===== src/hw/rtl/kpi_ram.sv =====
`default_nettype none
module kpi_ram #(
  parameter int WIDTH = 8,
  parameter int DEPTH = 64
) (
  input  wire logic                     clk,
  input  wire logic                     we,
  input  wire logic [$clog2(DEPTH)-1:0] waddr,
  input  wire logic [WIDTH-1:0]         wdata,
  input  wire logic [$clog2(DEPTH)-1:0] raddr,
  output logic      [WIDTH-1:0]         rdata
);

  logic [WIDTH-1:0] mem [DEPTH];

  // One write port, one registered read port
  always_ff @(posedge clk) begin
    if (we) begin
      mem[waddr] <= wdata;
    end
    rdata <= mem[raddr];
  end

endmodule
`default_nettype wire


===== config.mk =====
export PLATFORM = sky130hd
export DESIGN_NAME = kpi_ram
export DESIGN_NICKNAME = d
export VERILOG_FILES = /design/src/hw/rtl/kpi_ram.sv
export SDC_FILE = /design/constraint.sdc
export NUM_CORES = 1
export LEC_CHECK = 0
export ABC_AREA = 1
export BUFFER_PORTS_ARGS = -buffer_cell sky130_fd_sc_hd__buf_2
export CAP_MARGIN = 40
export CELL_PAD_IN_SITES_DETAIL_PLACEMENT = 0
export CELL_PAD_IN_SITES_GLOBAL_PLACEMENT = 1
export CORE_MARGIN = 4
export CORE_UTILIZATION = 45
export CTS_BUF_LIST = sky130_fd_sc_hd__clkbuf_4 sky130_fd_sc_hd__clkbuf_8
export CTS_CLUSTER_SIZE = 24
export DETAILED_ROUTE_END_ITERATION = 8
export MAX_ROUTING_LAYER = met4
export PLACE_DENSITY_LB_ADDON = 0.1
export SLEW_MARGIN = 20
export SYNTH_ARGS = -nofsm -noshare
export SYNTH_HDL_FRONTEND = slang
export SYNTH_SLANG_ARGS = --single-unit

===== constraint.sdc =====
create_clock -name clk -period 4.34 [get_ports clk]
set_clock_uncertainty 0.15 [all_clocks]
set_input_delay 0.434 -clock clk [delete_from_list [all_inputs] [get_ports clk]]
set_output_delay 0.434 -clock clk [all_outputs]
set_load 0.01 [all_outputs]

==> results of run 1 <==
worst max-delay path, delay by kind of cell:
family | cells | cell delay, ns
buffers and inverters | 2 | 0.37
and+or+nand+nor | 2 | 1.51
per-stage QoR:
step           power, mW  cells  setup WS, ns  utilization [%]
2_1_floorplan       6.07   1805          1.99                -
3_3_place_gp        6.33   2363          1.39             46.6
3_5_place_dp        6.35   2369          1.34             46.8
4_1_cts             10.4   2520          2.05             50.3
5_1_grt             10.7   2533          2.04             50.6
6_report            10.3   2534          2.15             50.6
cells in the mapped netlist, drive strengths merged:
| cell | instances |
|---|---|
| nand2 | 648 |
| buf | 98 |
| clkbuf | 15 |
| inv | 12 |
| nand3 | 439 |
| nor2 | 56 |
| dfxtp | 8 |
| edfxtp | 512 |
| nor4 | 8 |
| nand4 | 9 |
repair_timing:
| action | 4_1_cts | 5_1_grt |
|---|---|---|
| gates resized for setup | 0 | 0 |
| endpoints found under the hold margin | 8 | 2 |
| hold buffers | 1 | 1 |
routing by layer:
metal	global-route usage [%]	vias up	share of wire, %
li1	-	6475	-
met1	31.3	6674	45
met2	33.7	426	46
met3	4.80	84	6.7
met4	7.96	0	2.9
met5	-	-	0
sequential cells by signal, summed over array words and instances, names as in the netlist:
register  flops
rdata         8
mem         512
logic make-up (layout without fill, tap and decap cells):
kind of cell / after synthesis / in the layout / synth area share [%]
AND/OR/NAND/NOR: 1160 / 1160 / 23.2
flip-flops: 520 / 520 / 72.8
buffers and inverters: 125 / 245 / 4.02
other: 0 / 2 / 0
area by class of cell:
type                    instances  area [µm²]
diodes                          2        5.00
clock inverters                31         163
flip-flops and latches        520       15500
clock buffers                 119        1440
multi-input cells            1160        4950
well taps                     607         759
repair buffers                 83         744
fillers                      4190       23100
inverters                      12        55.1
final timing paths:
kind / startpoint / end / cells after the start
worst max-delay path: waddr[0] / mem[46][7]$_DFFE_PP_ / 4
worst min-delay path: raddr[4] / rdata[7]$_DFF_P_ / 4
worst max register to register: mem[59][6]$_DFFE_PP_ / rdata[6]$_DFF_P_ / 8
worst min register to register: mem[26][4]$_DFFE_PP_ / rdata[4]$_DFF_P_ / 8
power by group:
| part | total [mW] | switching [mW] | internal (mW) |
|---|---|---|---|
| Clock | 4.08 | 1.88 | 2.20 |
| Sequential | 5.57 | 0.0149 | 5.56 |
| Combinational | 0.670 | 0.500 | 0.170 |
| Total | 10.3 | 2.39 | 7.93 |
==> reports/qor.yml, run 1 <==
layout:
  area_growth_syn_to_layout_pct: 10.8
  finalInstanceArea_mm2: 0.0237
  mostFrequentLayoutCells: "648 x nand2_1, 512 x edfxtp_1, 439 x nand3_1, 89 x clkbuf_8, 56 x nor2_1"
  final_nets: 1883
  final_common_cell: "nand2_1"
  drive_gt1_share_pct: 11.3
clock_network:
  cts_buffers: 84
  insertion_delay_ns: 0.66
  clockRootBuffer: "clkbuf_8"
  cts-htree-levels: 3
  cts_sinks: 520
  cts_max_path_buffers: 3
  cts_tree: "built"
  postCtsSetupRepairBufs: 0
  clk_pin_slew_ns: 0.06
placement:
  placed_area_mm2: 0.0219
  gp_congestion: 0.838
  port_buffers: 29
  dpl.hpwl_um: 33500
worst_setup_path:
  crit_type: "input port to register"
  crit_chain: "buf_2, inv_1, nand4_1, nor2_1"
  cp_max_fo: 9
  cp_slowest_cell: "nor2_1"
  arrival_ns: 2.32
  required_ns: 4.47
  regToRegSetupSlack_ns: 2.77
  critPathLaunchType: "input port"
  worst_setup_path_end_kind: "register"
  critical-path-max-stage-delay_ns: 0.89
hold_path:
  hold_path.class: "input port to register"
run:
  maxCapViolations: 0
logic_synthesis:
  yosysWarningCount: 0
  synth-seq-cells: 520
  syn_nets: 1827
  ys_top_cells_by_area: "edfxtp_1 72%, nand2_1 11%, nand3_1 10%"
  avgSynthCellArea_um2: 11.8
  yosysTopAreaCell: "edfxtp_1"
  yosysTopAreaCellShare_pct: 72.0
  synthesis.area_mm2: 0.0213
  ys_seq_area_share_pct: 72.8
  synth_cell_types: 16
  syn_inst: 1805
detailed_routing:
  vias_per_cell: 5.39
  drc_errors: 0
  antenna_left: 0
  routed_wl_um: 55800
  dr_total_vias: 13659
  avgRoutedWirePerCell_um: 22.0
  drtPass1Iterations: 7
  drtIter0Drc: 1183
timing:
  period_share_pct: 50.4
  tns_ns: 0
  drv_slew: 0
  slew_headroom_pct: 42.9
  worst_hold_slack_ns: 0.168
  final-setup-viol-count: 0
  fmax_mhz: 457
  worst_slew_pin_slew_ns: 0.856
  period_needed_ns: 2.19
  rsz0062_at_grt: "false"
  finalHoldViolCount: 0
floorplanning:
  die_w_um: 226
  io_pins: 30
  fp.coreArea_mm2: 0.0468
  start_util_pct: 45.6
  rows: 79
  die_h_um: 226
  die_area_mm2: 0.0510
status:
  outcome: "completed"
pwr:
  power.density_mw_per_mm2: 436
  peakVddDrop_mv: 0.294
  p_leak_nw: 8.57
grt:
  grt_pass1_vias: 13135
  gr-total-overflow: 0
  grt_use_total_pct: 22.7
  antenna_found_initial: 3
  grt_pass1_wl_um: 83500
  grt_max_degree: 119
Note: power is estimated with default switching activity, not from simulation.
==> inputs of run 2 (changes only) <==
Clock period 4.34 ns to 1.78 ns, I/O delays scaled along.
==> run 2 against run 1 <==
Net effect:
- cell area rose by 5.1%
- core utilization rose by 2.6 points
- sequential power rose by 140%
- combinational power rose to 2.7 times the previous value
- die area did not move
- hold slack got worse by 0.11 ns
- register-to-register slack got worse by 2.4 ns
- worst setup slack got worse by 2.1 ns
- clock-buffer cell count did not move
==> reports/qor.yml, run 2 (synthesis gave the netlist of run 1 again) <==
layout:
  top_regs: "mem x512, rdata x8"
  drive_gt1_share_pct: 15.5
  largest_register_ffs: 512
  multi_input_area_mm2: 0.00495
  area_growth_syn_to_layout_pct: 16.4
  final_common_cell: "nand2_1"
  finalInstanceArea_mm2: 0.0248
  fillers: 4080
  mostFrequentLayoutCells: "648 x nand2_1, 512 x edfxtp_1, 439 x nand3_1, 119 x buf_4, 89 x clkbuf_8"
  top_register: "mem"
  layoutNonFillerInstCount: 2648
  diodes: 0
  seq_area_mm2: 0.0155
  final_nets: 1997
detailed_routing:
  avgRoutedWirePerCell_um: 21.6
  routed_wl_um: 57300
  antenna_left: 0
  dr_total_vias: 14029
  drc_errors: 0
  drtIter0Drc: 1227
  vias_per_cell: 5.30
  drtPass1Iterations: 5
placement:
  port_buffers: 29
  dpl.hpwl_um: 34800
  gp_congestion: 0.870
  dp.cells: 2481
  placed_area_mm2: 0.0230
clock_network:
  cts_tree: "built"
  cts_sinks: 520
  insertion_delay_ns: 0.66
  clockRootBuffer: "clkbuf_8"
  cts_buffers: 86
  cts_resized: 0
  clk_pin_slew_ns: 0.06
  cts_max_path_buffers: 3
  cts-htree-levels: 3
pwr:
  peakVddDrop_mv: 0.658
  p_leak_nw: 9.23
  power.density_mw_per_mm2: 1040
timing:
  period_share_pct: 94.5
  fmax_mhz: 594
  drv_slew: 0
  slew_headroom_pct: 53.5
  period_needed_ns: 1.68
  finalHoldViolCount: 0
  worst_slew_pin_slew_ns: 0.697
  tns_ns: 0
  rsz0062_at_grt: "false"
  final-setup-viol-count: 0
worst_setup_path:
  cp_max_fo: 9
  required_ns: 1.97
  crit_type: "input port to register"
  critPathLaunchType: "input port"
  arrival_ns: 1.87
  worst_setup_path_end_kind: "register"
  regToRegSetupSlack_ns: 0.33
floorplanning:
  fp.coreArea_mm2: 0.0468
  io_pins: 30
  die_area_mm2: 0.0510
  rows: 79
  start_util_pct: 45.6
  die_w_um: 226
  die_h_um: 226
status:
  outcome: "completed"
grt:
  met2_usage_pct: 36.0
  grt.met1_usage_pct: 32.1
  grt_pass1_vias: 13851
  antenna_found_initial: 1
  grt_use_total_pct: 23.3
  grt_max_degree: 65
  use_met3_pct: 3.70
  grt_pass1_wl_um: 86300
  gr-total-overflow: 0
  top_usage_layer: "met2"
hold_path:
  hold_path.class: "input port to register"
run:
  maxCapViolations: 0
run 2: path summary, 6_finish.rpt:
check                           cells after the start                  from              endpoint
worst min-delay path                                4              waddr[1]  mem[49][2]$_DFFE_PP_
worst max-delay path                                5              waddr[2]  mem[54][0]$_DFFE_PP_
worst max register to register                      8  mem[59][3]$_DFFE_PP_      rdata[3]$_DFF_P_
worst min register to register                      8  mem[20][1]$_DFFE_PP_      rdata[1]$_DFF_P_
run 2: worst max-delay path, cell delays in order:
cell           delay, ns
dlygate4sd3_1       0.59
buf_2               0.22
inv_1               0.16
nor4_1              0.44
buf_4               0.27
run 2: power by group:
part	internal (mW)	switching (mW)	total, mW
sequential	13.6	0.0447	13.6
combinational	0.575	1.26	1.83
clock	5.67	4.63	10.3
total	19.8	5.93	25.7
run 2: metrics by stage:
stage                     hold WS, ns  setup WS (ns)  total power, mW  utilization (%)
final                          0.0537         0.0973             25.7             53.1
after CTS                     0.00542          0.133             26.0             53.1
after global placement          0.401        -0.0499             15.7             49.3
after floorplan                 0.127         -0.314             14.8                -
after global routing           0.0405         0.0541             26.7             53.1
after detailed placement        0.396        -0.0676             15.7             49.3
run 2: final cells by class:
class | count | area share (%)
clock buffer | 119 | 5.81
sequential | 520 | 62.5
timing repair buffer | 195 | 7.54
inverter | 12 | 0.222
multi-input combinational | 1160 | 19.9
clock inverter | 35 | 0.942
tap | 607 | 3.06
run 2: timing repair:
action / CTS / global route
buffers inserted: 0 / 0
hold endpoints to repair: 441 / 0
hold buffers: 13 / 0
endpoints found under the setup margin: 0 / 0
run 2: per-layer routing:
| layer | up-vias | routed length, µm |
|---|---|---|
| met3 | 73 | 2830 |
| met5 | - | 0 |
| li1 | 6700 | - |
| met1 | 6889 | 25800 |
| met2 | 367 | 27300 |
| met4 | 0 | 1370 |
==> inputs of run 3 (changes only) <==
Clock period 1.78 ns to 1.7 ns, I/O delays scaled along.
==> run 3 against run 2 <==
Net effect:
- non-clock buffer count increased by 31
- first-iteration DRC count is 9.8% higher
- largest cell class unchanged
- via count rose by 2.4%
- routed wire length is 3.2% higher
- sequential share of layout area fell by 0.89 points
==> reports/qor.yml, run 3 (synthesis gave the netlist of run 1 again) <==
status:
  outcome: "completed"
worst_setup_path:
  path_delay_family: "flip-flops"
  rr_startpoint: "mem[39][6]$_DFFE_PP_"
  crit_type: "register to output port"
  cp_slowest_cell: "dfxtp_1"
  arrival_ns: 1.33
  regToRegSetupSlack_ns: 0.13
  worstReg2RegEnd: "rdata[6]$_DFF_P_"
  required_ns: 1.38
  ff2ff_path_depth: 8
  critPathBufInv: 1
  critPathLaunchType: "register"
  cp_max_fo: 1
  worst_setup_path_end_kind: "output port"
  critical-path-max-stage-delay_ns: 0.48
  crit_chain: "buf_2"
placement:
  dp.cells: 2516
  port_buffers: 29
  post-place-ws_ns: -0.301
  gp_congestion: 0.833
  dpl.hpwl_um: 36000
clock_network:
  cts_sinks: 520
  insertion_delay_ns: 0.67
  postCtsSetupRepairBufs: 0
  cts_max_path_buffers: 3
  cts_buffers: 86
  cts_tree: "built"
  clk_pin_slew_ns: 0.06
  cts-htree-levels: 3
  clockRootBuffer: "clkbuf_8"
layout:
  mostFrequentLayoutCells: "648 x nand2_1, 512 x edfxtp_1, 438 x nand3_1, 156 x buf_4, 96 x clkbuf_8"
  largest_register_ffs: 512
  final_nets: 2028
  area_growth_syn_to_layout_pct: 18.1
  top_regs: "mem x512, rdata x8"
  drive_gt1_share_pct: 17.8
  final_common_cell: "nand2_1"
  fin_util_pct: 53.9
  top_register: "mem"
  layoutNonFillerInstCount: 2684
pwr:
  switchingPower_mw: 6.41
  peakVddDrop_mv: 0.944
  power.share.clock_pct: 40.9
  seqPwrFrac_pct: 51.8
  combPwrFrac_pct: 7.3
  swShare_pct: 23.3
  p_leak_nw: 9.43
  p_int_mw: 21.1
  power.density_mw_per_mm2: 1090
detailed_routing:
  drc_errors: 0
  routed_wl_um: 59100
  antenna_left: 0
  dr_total_vias: 14371
  drtIter0Drc: 1347
  vias_per_cell: 5.35
  avgRoutedWirePerCell_um: 22.0
  drtPass1Iterations: 5
timing:
  final-setup-viol-count: 0
  finalHoldViolCount: 0
  worst_hold_slack_ns: 0.108
  rsz0062_at_grt: "false"
  period_share_pct: 97.3
  worst_slew_pin_slew_ns: 0.846
  period_needed_ns: 1.65
  drv_slew: 0
  setup_ws_ns: 0.0455
  slew_headroom_pct: 43.6
  fmax_mhz: 604
  tns_ns: 0
grt:
  antenna_found_initial: 3
  grt_pass1_vias: 14377
  gr-total-overflow: 0
  grt_use_total_pct: 24.2
  grt_max_degree: 65
  grt_pass1_wl_um: 89000
floorplanning:
  die_h_um: 226
  fp.coreArea_mm2: 0.0468
  die_area_mm2: 0.0510
  die_w_um: 226
  start_util_pct: 45.6
  rows: 79
  io_pins: 30
run:
  maxCapViolations: 0
hold_path:
  worstHoldPathCells: 2
  worst_hold_path.endpoint: "mem[27][2]$_DFFE_PP_"
  hold_start: "wdata[2]"
  hold_path.class: "input port to register"
[run 3: changes by cell type in the layout (fill, tap and decap cells not counted), sizes merged]
cell / previous run / this run
inv: 13 / 12
buf: 181 / 216
clkinv: 28 / 31
clkbuf: 120 / 119
dlygate4sd3: 13 / 9
bufinv: 3 / 4
clkinvlp: 3 / 4
diode: 0 / 2
[run 3: worst max-delay path by stage]
stage                      from              endpoint  slack [ns]  cells after the start
3_3_place_gp           raddr[0]      rdata[1]$_DFF_P_       -0.31                     13
5_1_grt        rdata[7]$_DFF_P_              rdata[7]        0.03                      1
2_1_floorplan                we  mem[48][0]$_DFFE_PP_       -0.17                      3
6_report       rdata[7]$_DFF_P_              rdata[7]        0.05                      1
4_1_cts        rdata[7]$_DFF_P_              rdata[7]        0.01                      1
3_5_place_dp           raddr[0]      rdata[1]$_DFF_P_       -0.30                     13
[run 3: final cells by class]
class                      instances  area (µm²)
multi-input combinational       1160        5020
antenna                            2        5.00
clock buffer                     118        1480
sequential                       520       15500
tap                              607         759
timing repair buffer             226        2070
clock inverter                    39         282
inverter                          12        55.1
fill                            4076       21500
[run 3: metrics by stage]
stage          power (mW)  area (µm²)
4_1_cts              27.8       25200
5_1_grt              28.6       25200
3_3_place_gp         16.5       23300
2_1_floorplan        15.5       21400
6_report             27.5       25200
3_5_place_dp         16.5       23300
[run 3: power groups by stage]
| stage | Sequential (mW) | Clock, mW | Combinational (mW) |
|---|---|---|---|
| final | 14.2 | 11.3 | 2.00 |
| after global routing | 14.2 | 12.2 | 2.18 |
| after CTS | 14.2 | 11.5 | 2.01 |
| after floorplan | 14.5 | 0 | 1.01 |
| after detailed placement | 14.5 | 0 | 1.99 |
| after global placement | 14.5 | 0 | 1.98 |
[run 3: routing by layer]
metal / up-vias / wire [µm] / track usage (%)
met3: 102 / 3730 / 4.61
met2: 474 / 27300 / 36.8
met4: 0 / 1800 / 8.58
met5: - / 0 / -
met1: 7024 / 26400 / 32.9
li1: 6771 / - / -
[run 3: repair_timing]
action                                  4_1_cts  5_1_grt
endpoints found under the hold margin       342        0
cloned                                        0        0
hold buffers                                  9        0
resized for setup                             2        1
endpoints found under the setup margin        2        1
